## config.mk

```make
export PLATFORM = sky130hd
export DESIGN_NAME = gvne_ctrl
export DESIGN_NICKNAME = d
export VERILOG_FILES = /design/src/rtl/gvne_pkg.sv /design/src/rtl/gvne_ctrl.sv
export SDC_FILE = /design/constraint.sdc
export NUM_CORES = 1
export LEC_CHECK = 0
export ABC_AREA = 1
export BUFFER_PORTS_ARGS = -buffer_cell sky130_fd_sc_hd__buf_2
export CORE_ASPECT_RATIO = 1.5
export CORE_MARGIN = 2
export CORE_UTILIZATION = 25
export CTS_CLUSTER_DIAMETER = 50
export DETAILED_ROUTE_END_ITERATION = 8
export PLACE_DENSITY = 0.42
export RECOVER_POWER = 100
export SLEW_MARGIN = 20
export SYNTH_ARGS = -nofsm -noshare
export SYNTH_HDL_FRONTEND = slang
export SYNTH_SLANG_ARGS = --single-unit
```

## constraint.sdc

```tcl
create_clock -name clk -period 4.8 [get_ports clk]
set_clock_uncertainty 0.15 [all_clocks]
set_input_delay 0.48 -clock clk [delete_from_list [all_inputs] [get_ports clk]]
set_output_delay 0.48 -clock clk [all_outputs]
set_load 0.02 [all_outputs]
```

## src/rtl/gvne_pkg.sv

```systemverilog
`timescale 1ns / 1ps
// Shared types and constants of the grid vertex normal estimator.
// Used by gvne_ctrl, gvne_datapath and grid_vertex_normal_estimator_core.
package gvne_pkg;

  localparam int MAX_DIM_DEF = 128;
  localparam logic [7:0] GRID_DIM_RST = 8'd65;

  // Controller states
  typedef enum logic [4:0] {
    ST_IDLE, ST_PICK, ST_RD, ST_CAP, ST_MAG, ST_SCALE, ST_MUL, ST_ACC,
    ST_NZ, ST_NORM, ST_SQ, ST_SQACC, ST_RTINIT, ST_RT, ST_DVINIT, ST_DV,
    ST_DVEND, ST_PUSH
  } state_t;

  // Datapath operations
  typedef enum logic [4:0] {
    OP_NONE, OP_LOAD, OP_READ, OP_CAPT, OP_MAG, OP_SCALE, OP_MUL, OP_ACC,
    OP_NZ, OP_NORM, OP_SQ, OP_SQACC, OP_RTINIT, OP_RTSTEP, OP_DVINIT,
    OP_DVSTEP, OP_DVEND, OP_PUSH
  } dp_op_t;

  typedef struct packed {
    dp_op_t     op;
    logic [2:0] idx;    // capture slot: 0 center, 1..4 neighbor
    logic [3:0] have;   // neighbor present: left, up, right, down
    logic [1:0] k;      // cross product term
    logic [1:0] comp;   // component x, y, z
    logic       half;   // second product of a cross term
    logic [6:0] ocol;
    logic [6:0] orow;
    logic       odone;
  } dp_cmd_t;

  typedef struct packed {
    logic zero;
    logic norm_done;
    logic root_done;
    logic out_busy;
  } dp_stat_t;

  function automatic logic [1:0] inc3(logic [1:0] v);
    return (v == 2'd2) ? 2'd0 : 2'(v + 2'd1);
  endfunction

endpackage

```

## src/rtl/gvne_ctrl.sv

```systemverilog
`timescale 1ns / 1ps
// Controller of the normal estimator: grid position, emission list and the
// step sequencer that drives gvne_datapath. Depends on gvne_pkg.
module gvne_ctrl import gvne_pkg::*; #(
  parameter int MAX_DIM = MAX_DIM_DEF,
  parameter int AW = $clog2(3 * MAX_DIM)
) (
  input  logic          clk,
  input  logic          rst,
  input  logic          s_tvalid,
  output logic          s_tready,
  input  logic          cfg_valid,
  output logic          cfg_ready,
  input  logic [7:0]    cfg_data,
  output dp_cmd_t       cmd,
  output logic [AW-1:0] addr,
  input  dp_stat_t      stat
);

  localparam int DW = $clog2(MAX_DIM + 1);
  localparam int GW = (DW > 8) ? DW : 8;

  state_t state, state_next;
  logic [7:0] grid_dim;
  logic [DW-1:0] col_cnt, row_cnt, acc_col, acc_row, ecol, erow;
  logic [1:0] rslot, acc_slot, eslot;
  logic [2:0] pend;
  logic [4:0] idx;
  logic [1:0] mk, mc;
  logic mh;

  logic [GW-1:0] gd_w, dim_w;
  logic [DW-1:0] dim_eff, dim_m1, wr_col, wr_row, col_p1, row_p1;
  logic [1:0] wr_slot, rd_slot;
  logic [DW-1:0] rd_col;
  logic wrap, accept;
  logic [3:0] have;

  // Effective size: clamp to [2, MAX_DIM]
  always_comb begin
    gd_w = GW'(grid_dim);
    if (gd_w < GW'(2)) begin
      dim_w = GW'(2);
    end else if (gd_w > GW'(MAX_DIM)) begin
      dim_w = GW'(MAX_DIM);
    end else begin
      dim_w = gd_w;
    end
    dim_eff = DW'(dim_w);
    dim_m1  = DW'(dim_eff - DW'(1));
  end

  // Position of the incoming vertex
  assign wrap    = (col_cnt >= dim_eff) || (row_cnt >= dim_eff);
  assign wr_col  = wrap ? '0 : col_cnt;
  assign wr_row  = wrap ? '0 : row_cnt;
  assign wr_slot = wrap ? 2'd0 : rslot;
  assign col_p1  = DW'(wr_col + DW'(1));
  assign row_p1  = DW'(wr_row + DW'(1));

  // Take a grid size write only while idle; it wins over a vertex
  assign s_tready  = (state == ST_IDLE) && !cfg_valid;
  assign cfg_ready = (state == ST_IDLE);
  assign accept    = s_tvalid && s_tready;

  assign have[0] = (ecol != '0);
  assign have[1] = (erow != '0);
  assign have[2] = (ecol != dim_m1);
  assign have[3] = (erow != dim_m1);

  // Store address for the write or the current neighbor read
  always_comb begin
    rd_slot = eslot;
    rd_col  = ecol;
    case (idx[2:0])
      3'd1: rd_col = have[0] ? DW'(ecol - DW'(1)) : ecol;
      3'd2: rd_slot = inc3(inc3(eslot));
      3'd3: rd_col = have[2] ? DW'(ecol + DW'(1)) : ecol;
      3'd4: rd_slot = inc3(eslot);
      default: ;
    endcase
    if (state == ST_IDLE) begin
      addr = AW'(AW'(wr_slot) * AW'(MAX_DIM) + AW'(wr_col));
    end else begin
      addr = AW'(AW'(rd_slot) * AW'(MAX_DIM) + AW'(rd_col));
    end
  end

  // State register
  always_ff @(posedge clk) begin
    if (rst) begin
      state <= ST_IDLE;
    end else begin
      state <= state_next;
    end
  end

  // Next state and datapath command
  always_comb begin
    state_next = state;
    cmd = '0;
    cmd.op    = OP_NONE;
    cmd.idx   = idx[2:0];
    cmd.have  = have;
    cmd.k     = mk;
    cmd.comp  = mc;
    cmd.half  = mh;
    cmd.ocol  = 7'(ecol);
    cmd.orow  = 7'(erow);
    cmd.odone = (ecol == dim_m1) && (erow == dim_m1);
    case (state)
      ST_IDLE: begin
        if (accept) begin
          cmd.op = OP_LOAD;
          state_next = ST_PICK;
        end
      end
      ST_PICK: state_next = (pend == 3'b000) ? ST_IDLE : ST_RD;
      ST_RD: begin
        cmd.op = OP_READ;
        state_next = ST_CAP;
      end
      ST_CAP: begin
        cmd.op = OP_CAPT;
        state_next = (idx == 5'd4) ? ST_MAG : ST_RD;
      end
      ST_MAG: begin
        cmd.op = OP_MAG;
        state_next = ST_SCALE;
      end
      ST_SCALE: begin
        cmd.op = OP_SCALE;
        state_next = ST_MUL;
      end
      ST_MUL: begin
        cmd.op = OP_MUL;
        state_next = ST_ACC;
      end
      ST_ACC: begin
        cmd.op = OP_ACC;
        if (mh && mc == 2'd2 && mk == 2'd3) begin
          state_next = ST_NZ;
        end else begin
          state_next = ST_MUL;
        end
      end
      ST_NZ: begin
        cmd.op = OP_NZ;
        state_next = ST_NORM;
      end
      ST_NORM: begin
        if (stat.zero) begin
          state_next = ST_PUSH;
        end else if (stat.norm_done) begin
          state_next = ST_SQ;
        end else begin
          cmd.op = OP_NORM;
        end
      end
      ST_SQ: begin
        cmd.op = OP_SQ;
        state_next = ST_SQACC;
      end
      ST_SQACC: begin
        cmd.op = OP_SQACC;
        state_next = (mc == 2'd2) ? ST_RTINIT : ST_SQ;
      end
      ST_RTINIT: begin
        cmd.op = OP_RTINIT;
        state_next = ST_RT;
      end
      ST_RT: begin
        if (stat.root_done) begin
          state_next = ST_DVINIT;
        end else begin
          cmd.op = OP_RTSTEP;
        end
      end
      ST_DVINIT: begin
        cmd.op = OP_DVINIT;
        state_next = ST_DV;
      end
      ST_DV: begin
        cmd.op = OP_DVSTEP;
        if (idx == 5'd16) begin
          state_next = ST_DVEND;
        end
      end
      ST_DVEND: begin
        cmd.op = OP_DVEND;
        state_next = (mc == 2'd2) ? ST_PUSH : ST_DVINIT;
      end
      ST_PUSH: begin
        if (!stat.out_busy) begin
          cmd.op = OP_PUSH;
          state_next = ST_PICK;
        end
      end
      default: state_next = ST_IDLE;
    endcase
  end

  // Grid position and configuration
  always_ff @(posedge clk) begin
    if (rst) begin
      grid_dim <= GRID_DIM_RST;
      col_cnt  <= '0;
      row_cnt  <= '0;
      rslot    <= 2'd0;
      pend     <= 3'b000;
    end else begin
      if (accept) begin
        acc_col  <= wr_col;
        acc_row  <= wr_row;
        acc_slot <= wr_slot;
        pend <= {(wr_row == dim_m1) && (wr_col == dim_m1),
                 (wr_row == dim_m1) && (wr_col != '0),
                 (wr_row != '0)};
        if (col_p1 >= dim_eff) begin
          col_cnt <= '0;
          if (row_p1 >= dim_eff) begin
            row_cnt <= '0;
            rslot   <= 2'd0;
          end else begin
            row_cnt <= row_p1;
            rslot   <= inc3(wr_slot);
          end
        end else begin
          col_cnt <= col_p1;
          row_cnt <= wr_row;
          rslot   <= wr_slot;
        end
      end
      // Pick the next normal to produce, oldest row first
      if (state == ST_PICK) begin
        if (pend[0]) begin
          pend[0] <= 1'b0;
          ecol  <= acc_col;
          erow  <= DW'(acc_row - DW'(1));
          eslot <= inc3(inc3(acc_slot));
        end else if (pend[1]) begin
          pend[1] <= 1'b0;
          ecol  <= DW'(acc_col - DW'(1));
          erow  <= acc_row;
          eslot <= acc_slot;
        end else if (pend[2]) begin
          pend[2] <= 1'b0;
          ecol  <= acc_col;
          erow  <= acc_row;
          eslot <= acc_slot;
        end
      end
      if (cfg_valid && cfg_ready) begin
        grid_dim <= cfg_data;
        col_cnt  <= '0;
        row_cnt  <= '0;
        rslot    <= 2'd0;
      end
    end
  end

  // Step counters
  always_ff @(posedge clk) begin
    case (state)
      ST_PICK: idx <= 5'd0;
      ST_CAP: idx <= 5'(idx + 5'd1);
      ST_SCALE: begin
        mk <= 2'd0;
        mc <= 2'd0;
        mh <= 1'b0;
      end
      ST_ACC: begin
        mh <= ~mh;
        if (mh) begin
          if (mc == 2'd2) begin
            mc <= 2'd0;
            mk <= 2'(mk + 2'd1);
          end else begin
            mc <= 2'(mc + 2'd1);
          end
        end
      end
      ST_SQACC: mc <= (mc == 2'd2) ? 2'd0 : 2'(mc + 2'd1);
      ST_DVINIT: idx <= 5'd0;
      ST_DV: idx <= 5'(idx + 5'd1);
      ST_DVEND: mc <= 2'(mc + 2'd1);
      default: ;
    endcase
  end

`ifndef ASSERT_OFF
  a_pos_in_grid: assert property (@(posedge clk) disable iff (rst)
    (col_cnt < dim_eff) && (row_cnt < dim_eff))
    else $error("grid position beyond size");
  a_idle_no_pending: assert property (@(posedge clk) disable iff (rst)
    (state == ST_IDLE) |-> (pend == 3'b000))
    else $error("idle with normals pending");
  a_slot_valid: assert property (@(posedge clk) disable iff (rst)
    (rslot != 2'd3) && ((state == ST_IDLE) || (eslot != 2'd3) || (state == ST_PICK)))
    else $error("row slot out of range");
`endif

endmodule

```

### Word level (Yosys, flattened, before mapping)

Cells that the tools add are included.

* register bits after elaboration: 80

* multiplexer cells: 62
* reductions and logical operators: 28
* eq/ne operators: 43
* $add $sub $neg: 17
* bitwise operators: 2
* $lt $le $gt $ge: 6

Operators by type and width (count)
* 2-to-1 mux 8 bit: 15
* case mux 5 bit (18 select lines): 1
* case mux 5 bit (17 select lines): 1
* == test 5 x 4 -> 1 bit (second input constant): 8
* 2-to-1 mux 5 bit: 8
* 2-to-1 mux 2 bit: 17
* == test 8 bit: 4
* >= comparator 8 bit: 4
* nonzero test 8 bit: 4
* subtractor 8 x 1 -> 8 bit (second input constant): 4
* == test 5 x 3 -> 1 bit (second input constant): 5
* adder 8 x 1 -> 8 bit (second input constant): 3
* adder 9 x 8 -> 9 bit: 2
* 2-to-1 mux 4 bit: 4
* inequality test 8 bit: 2
* case mux 8 bit (2 select lines): 1
* == test 5 bit (second input constant): 3
* adder 2 x 1 -> 2 bit (second input constant): 7
* == test 2 bit (second input constant): 7
* 2-to-1 mux 3 bit: 4
* == test 5 x 2 -> 1 bit (second input constant): 2
* inequality test 2 bit (second input constant): 5
* case mux 5 bit (2 select lines): 1
* 2-to-1 mux 9 bit: 1
* 26 further kinds: 45

### Longest topological paths before layout

* depth after elaboration: 13
* mapped depth: 30

### Least setup slack after synthesis

OpenSTA, ideal clock, no wires.

* kind: register -> register
* start: register grid_dim[7] (netlist: gd_w[7])
* end: register row_cnt[1]
* data arrival time: 4017 ps
* setup time: 56 ps
* buffers on the path: 1
* period minus slack after synthesis: 4223 ps
* slack: 577 ps
* stages on the path, launching flop included: 27
* cell sequence: dfxtp_1 -> inv_4 -> nand3_1 -> nor2_2 -> a21oi_1 -> ha_1 -> a21oi_1 -> o21ai_0 -> nand2_1 -> nand3_1 -> nor2_4 -> buf_6 -> inv_1 -> nor2_1 -> ha_1 -> nand3_1 -> xor2_1 -> ha_1 -> nand2_1 -> nor2_1 -> nand4_1 -> nand3_1 -> nand4_1 -> nor2_1 -> a22o_1 -> nand2_1 -> inv_1

* elaborated cells between the ends (all ways): 15
* classes of those cells: 2 x add/sub; 6 x order compare; 6 x mux; 1 x reduce/logical

RTL lines
* from (decl): RTL line gvne_ctrl.sv:24 `logic [7:0] grid_dim;`
* from (signal assigned): RTL line gvne_ctrl.sv:254 `grid_dim <= cfg_data;`
* > comparator 8 bit: RTL line gvne_ctrl.sv:44 `end else if (gd_w > GW'(MAX_DIM)) begin`
* 2-to-1 mux 8 bit: RTL line gvne_ctrl.sv:44
* 2-to-1 mux 8 bit (*): RTL line gvne_ctrl.sv:42 `if (gd_w < GW'(2)) begin`
* >= comparator 8 bit: RTL line gvne_ctrl.sv:54 `assign wrap = (col_cnt >= dim_eff) || (row_cnt >= dim_eff);`
* logical OR 1 bit (*): RTL line gvne_ctrl.sv:54
* 2-to-1 mux 8 bit (*): RTL line gvne_ctrl.sv:55 `assign wr_col = wrap ? '0 : col_cnt;`
* named net wr_col[0]: RTL line gvne_ctrl.sv:33 `logic [DW-1:0] dim_eff, dim_m1, wr_col, wr_row, col_p1, row_p1;`
* adder 8 x 1 -> 8 bit (*): RTL line gvne_ctrl.sv:58 `assign col_p1 = DW'(wr_col + DW'(1));`
* >= comparator 8 bit (*): RTL line gvne_ctrl.sv:219 `if (col_p1 >= dim_eff) begin`
* 2-to-1 mux 8 bit (*): RTL line gvne_ctrl.sv:219
* to (signal assigned): RTL line gvne_ctrl.sv:225 `row_cnt <= row_p1;`
* to (signal assigned): RTL line gvne_ctrl.sv:230 `row_cnt <= wr_row;`
* to (decl): RTL line gvne_ctrl.sv:25 `logic [DW-1:0] col_cnt, row_cnt, acc_col, acc_row, ecol, erow;`

Mark *: on every way through the listed nets, which the timed path passes. The rest lies on a longest branch.
A chain may end at the register's enable or synchronous reset.

### Final worst setup path

* start: register grid_dim[4] (netlist: gd_w[4])
* end: output addr[8]

* longest elaborated chain between the ends: 9
* elaborated cells between the ends (all ways): 16
* classes of those cells: 3 x add/sub; 4 x order compare; 1 x eq/ne; 7 x mux; 1 x reduce/logical

RTL lines
* > comparator 8 bit: RTL line gvne_ctrl.sv:44
* 2-to-1 mux 8 bit: RTL line gvne_ctrl.sv:44
* 2-to-1 mux 8 bit (*): RTL line gvne_ctrl.sv:42
* subtractor 8 x 1 -> 8 bit: RTL line gvne_ctrl.sv:50 `dim_m1 = DW'(dim_eff - DW'(1));`
* inequality test 8 bit: RTL line gvne_ctrl.sv:68 `assign have[2] = (ecol != dim_m1);`
* 2-to-1 mux 8 bit: RTL line gvne_ctrl.sv:78 `3'd3: rd_col = have[2] ? DW'(ecol + DW'(1)) : ecol;`
* case mux 8 bit (2 select lines): RTL line gvne_ctrl.sv:75 `case (idx[2:0])`
* adder 9 x 8 -> 9 bit: RTL line gvne_ctrl.sv:85 `addr = AW'(AW'(rd_slot) * AW'(MAX_DIM) + AW'(rd_col));`
* 2-to-1 mux 9 bit (*): RTL line gvne_ctrl.sv:82 `if (state == ST_IDLE) begin`
* to (decl): RTL line gvne_ctrl.sv:16 `output logic [AW-1:0] addr,`

Mark *: on every way between the ends. The rest lies on a longest branch, timed or not.

==> results.json <==
{
  "status": "complete, no violations",
  "grt_max_degree": 22,
  "initialDrtViolationCount": 318,
  "grt_first_pass_wirelength_um": 34690,
  "path_cells": "inv_2 > nand3_1 > o21ai_4 > a21oi_4 > buf_4 > ha_1 > inv_1 > nor2_4 > nor2_4 > inv_2 > nand2_1 > nand2_1 > inv_1 > nand4_2 > inv_2 > nand2_1 > nand3b_1 > a22oi_1 > ha_1 > xnor2_1 > o21ai_0 > buf_2",
  "post-route-period-util_pct": 94.22,
  "critPathKind": "reg2out",
  "dpl.hpwl_um": 18360,
  "drtPass1Iterations": 5,
  "cts_tree": "done",
  "period_minus_slack_ps": 4523,
  "port_buffers": 58,
  "rows": 73,
  "clock_path_buffers": 2,
  "clock.fmax_ghz": 0.2211,
  "setup_viol": 0,
  "postSynthAreaPerCell_um2": 7.088,
  "antenna_found_initial": 0,
  "grt_pass1_vias": 6301,
  "clk_latency_ps": 360,
  "hold_class": "in2reg",
  "synth.cell_area_mm2": 0.006628,
  "report.final.slew_viol_count": 0,
  "r2r-end": "row_cnt[1]",
  "regToRegStartpoint": "gd_w[4]",
  "total_power_w": 0.002043,
  "synth_top_cell_area_share_pct": 20.84,
  "synth-seq-cells": 80,
  "area_growth_pct": 16.01,
  "critPathMaxFanout": 6,
  "grt_overflow": 0,
  "synth_nets": 1003,
  "holdPathStages": 3,
  "worstMarginPinSlew_ps": 1037,
  "ys_async_sr_fraction_pct": 0,
  "critPathMaxStageDelay_ps": 350,
  "synth_common_cells": "nand2_1, inv_1, nor2_1",
  "worstPathArrival_ps": 3890,
  "die_h_um": 203.4,
  "min_to": "gd_w[6]",
  "ios": 59,
  "chipWidth_um": 136.9,
  "synth_edf_count": 46,
  "slew_headroom_pct": 30.73,
  "maxCapViolCount": 0,
  "routabilityCongestion": 0.8746,
  "p_per_area_mw_per_mm2": 265.8,
  "drc": 0,
  "die_area_mm2": 0.02786,
  "drive_gt1_share_pct": 12.92,
  "slowest_stage": "dfxtp_2",
  "ant_nets": 0,
  "timing.hold.worst.start": "cfg_data[6]",
  "cp.required_ps": 4170,
  "clk_pin_slew_worst_paths_ps": 60,
  "cts.sinks": 80,
  "leakagePower_nw": 3.528,
  "via_count": 6317,
  "antenna_cells": 0,
  "yosysMostFrequentCell": "nand2_1",
  "initial_utilization_pct": 25.20,
  "worstSetupEndpointType": "primary output",
  "yosysTopAreaCell": "edfxtp_1",
  "coreArea_mm2": 0.02631,
  "cts_buffers": 9,
  "reg2regPathDepth": 27,
  "synth_cells": 935,
  "nNetsFinal": 1069,
  "seq_area_frac_synth_pct": 31.11,
  "crit_buf_inv": 7,
  "synth_cell_type_count": 45,
  "root_buffer": "clkbuf_16",
  "routed_via_density": 4.704,
  "path_delay_family": "simple AND/OR/NAND/NOR gates",
  "hold_violations": 0,
  "wl_per_cell_um": 16.80,
  "htreeDepth": 3,
  "track_usage_pct": 16.64,
  "reg2reg_slack_ps": 300,
  "synthTopCellsByArea": "edfxtp_1, nand2_1, dfxtp_1",
  "ir_drop_mv": 0.1450,
  "synth-main-ff-cell": "edfxtp_1",
  "hold-worst-slack_ps": 199.3,
  "cp-start-kind": "register",
  "wl_um": 22560,
  "synth_warnings": 0
}
-- final cells by class --
class                      instances  area, um2
tap                              337      421.7
clock buffer                       9      225.2
inverter                         149      561.8
clock inverter                     7      96.34
multi-input combinational        674       3854
fill                            2918      18620
sequential                        80       2064
timing repair buffer              87      465.4
-- kinds of logic after synthesis --
| group | synth area share (%) |
|---|---|
| DFF | 31.11 |
| xor gates and xnor gates | 4.758 |
| and+or+nand+nor | 29.77 |
| AOI/OAI and AO/OA | 12.80 |
| buffers and inverters | 11.74 |
| adders and majority gates | 9.817 |
-- repair_timing --
action,4_1_cts,5_1_grt
pin swaps,0,6
setup buffers,0,4
hold buffers,0,0
setup endpoints to repair,5,20
resized for setup,2,26
gates cloned,0,2
-- worst max-delay path by stage --
stage,from,end,slack (ps),cells after the start
after floorplan,gd_w[7],row_cnt[1],580,26
after global placement,gd_w[5],row_cnt[1],40,26
after detailed placement,gd_w[4],row_cnt[1],-30,26
after CTS,gd_w[5],row_cnt[1],20,25
after global routing,gd_w[1],rslot[0],-30,25
final,gd_w[4],addr[8],280,22
-- worst register-to-register path, stage by stage, from the launching register on --
cell and delay (ps):
dfxtp_2 350, inv_2 80, nand3_1 130, o21ai_4 320, a21oi_4 130, ha_1 310, a21oi_1 140, o21ai_0 80
nand2_1 70, nand3_2 130, nor2_4 220, buf_6 140, nand2_1 90, inv_2 90, ha_2 190, nand2_1 80
nor2_2 160, nand4_1 130, and2_1 200, ha_1 270, nand2_1 80, nor2_2 140, nand4_1 90, nand4_1 210
nor2_4 80, a22o_1 250, nand2_1 50, inv_1 40
-- metal layers --
| layer | vias to the layer above | GRT usage, % | wire [um] |
|---|---|---|---|
| li1 | 3200 | - | - |
| met1 | 2929 | 17.07 | 8528 |
| met2 | 133 | 30.99 | 12100 |
| met3 | 55 | 2.809 | 781 |
| met4 | 0 | 9.683 | 1151 |
| met5 | - | 0 | 0 |
-- power by group --
group	internal [W]	switching (W)
Clock	0.000456	0.000311
Combinational	0.000163	0.000353
Sequential	0.000741	0.0000194
-- placed cells by master (no fill, tap or decap), types with 5 or more instances in the layout --
cell,count
o21ai_1,5
nor4_1,9
ha_1,50
buf_2,33
and2_1,5
nand3_1,69
dfxtp_1,32
nand2_1,206
nand2_2,6
clkbuf_16,9
clkbuf_1,29
o21a_1,5
nor2_2,8
a21oi_1,66
xor2_1,33
buf_4,24
nor2_4,10
nor2_1,77
edfxtp_1,46
inv_2,12
nand4_1,17
o21bai_1,6
nor3_1,13
o21ai_0,45
inv_1,134
-- sequential cells by signal (all words and copies together) (netlist names) --
signal / flops
acc_slot: 2
erow: 8
acc_row: 8
ecol: 8
eslot: 2
col_cnt: 8
state: 5
pend: 3
idx: 5
rslot: 2
mc: 2
row_cnt: 8
gd_w: 8
acc_col: 8
mk: 2
mh: 1
-- per-stage QoR --
stage	setup TNS [ps]	instance area [um2]	std cells	util, %	worst slack, ps
after CTS	0	7631	1337	29.01	20.73
after floorplan	0	6628	935	-	577.0
after global routing	-50.47	7689	1343	29.23	-29.96
after detailed placement	-30.57	7303	1321	27.76	-30.57
after global placement	0	7303	1321	27.76	41.33
final	0	7689	1343	29.23	277.4
(Power assumes the default switching activity.)
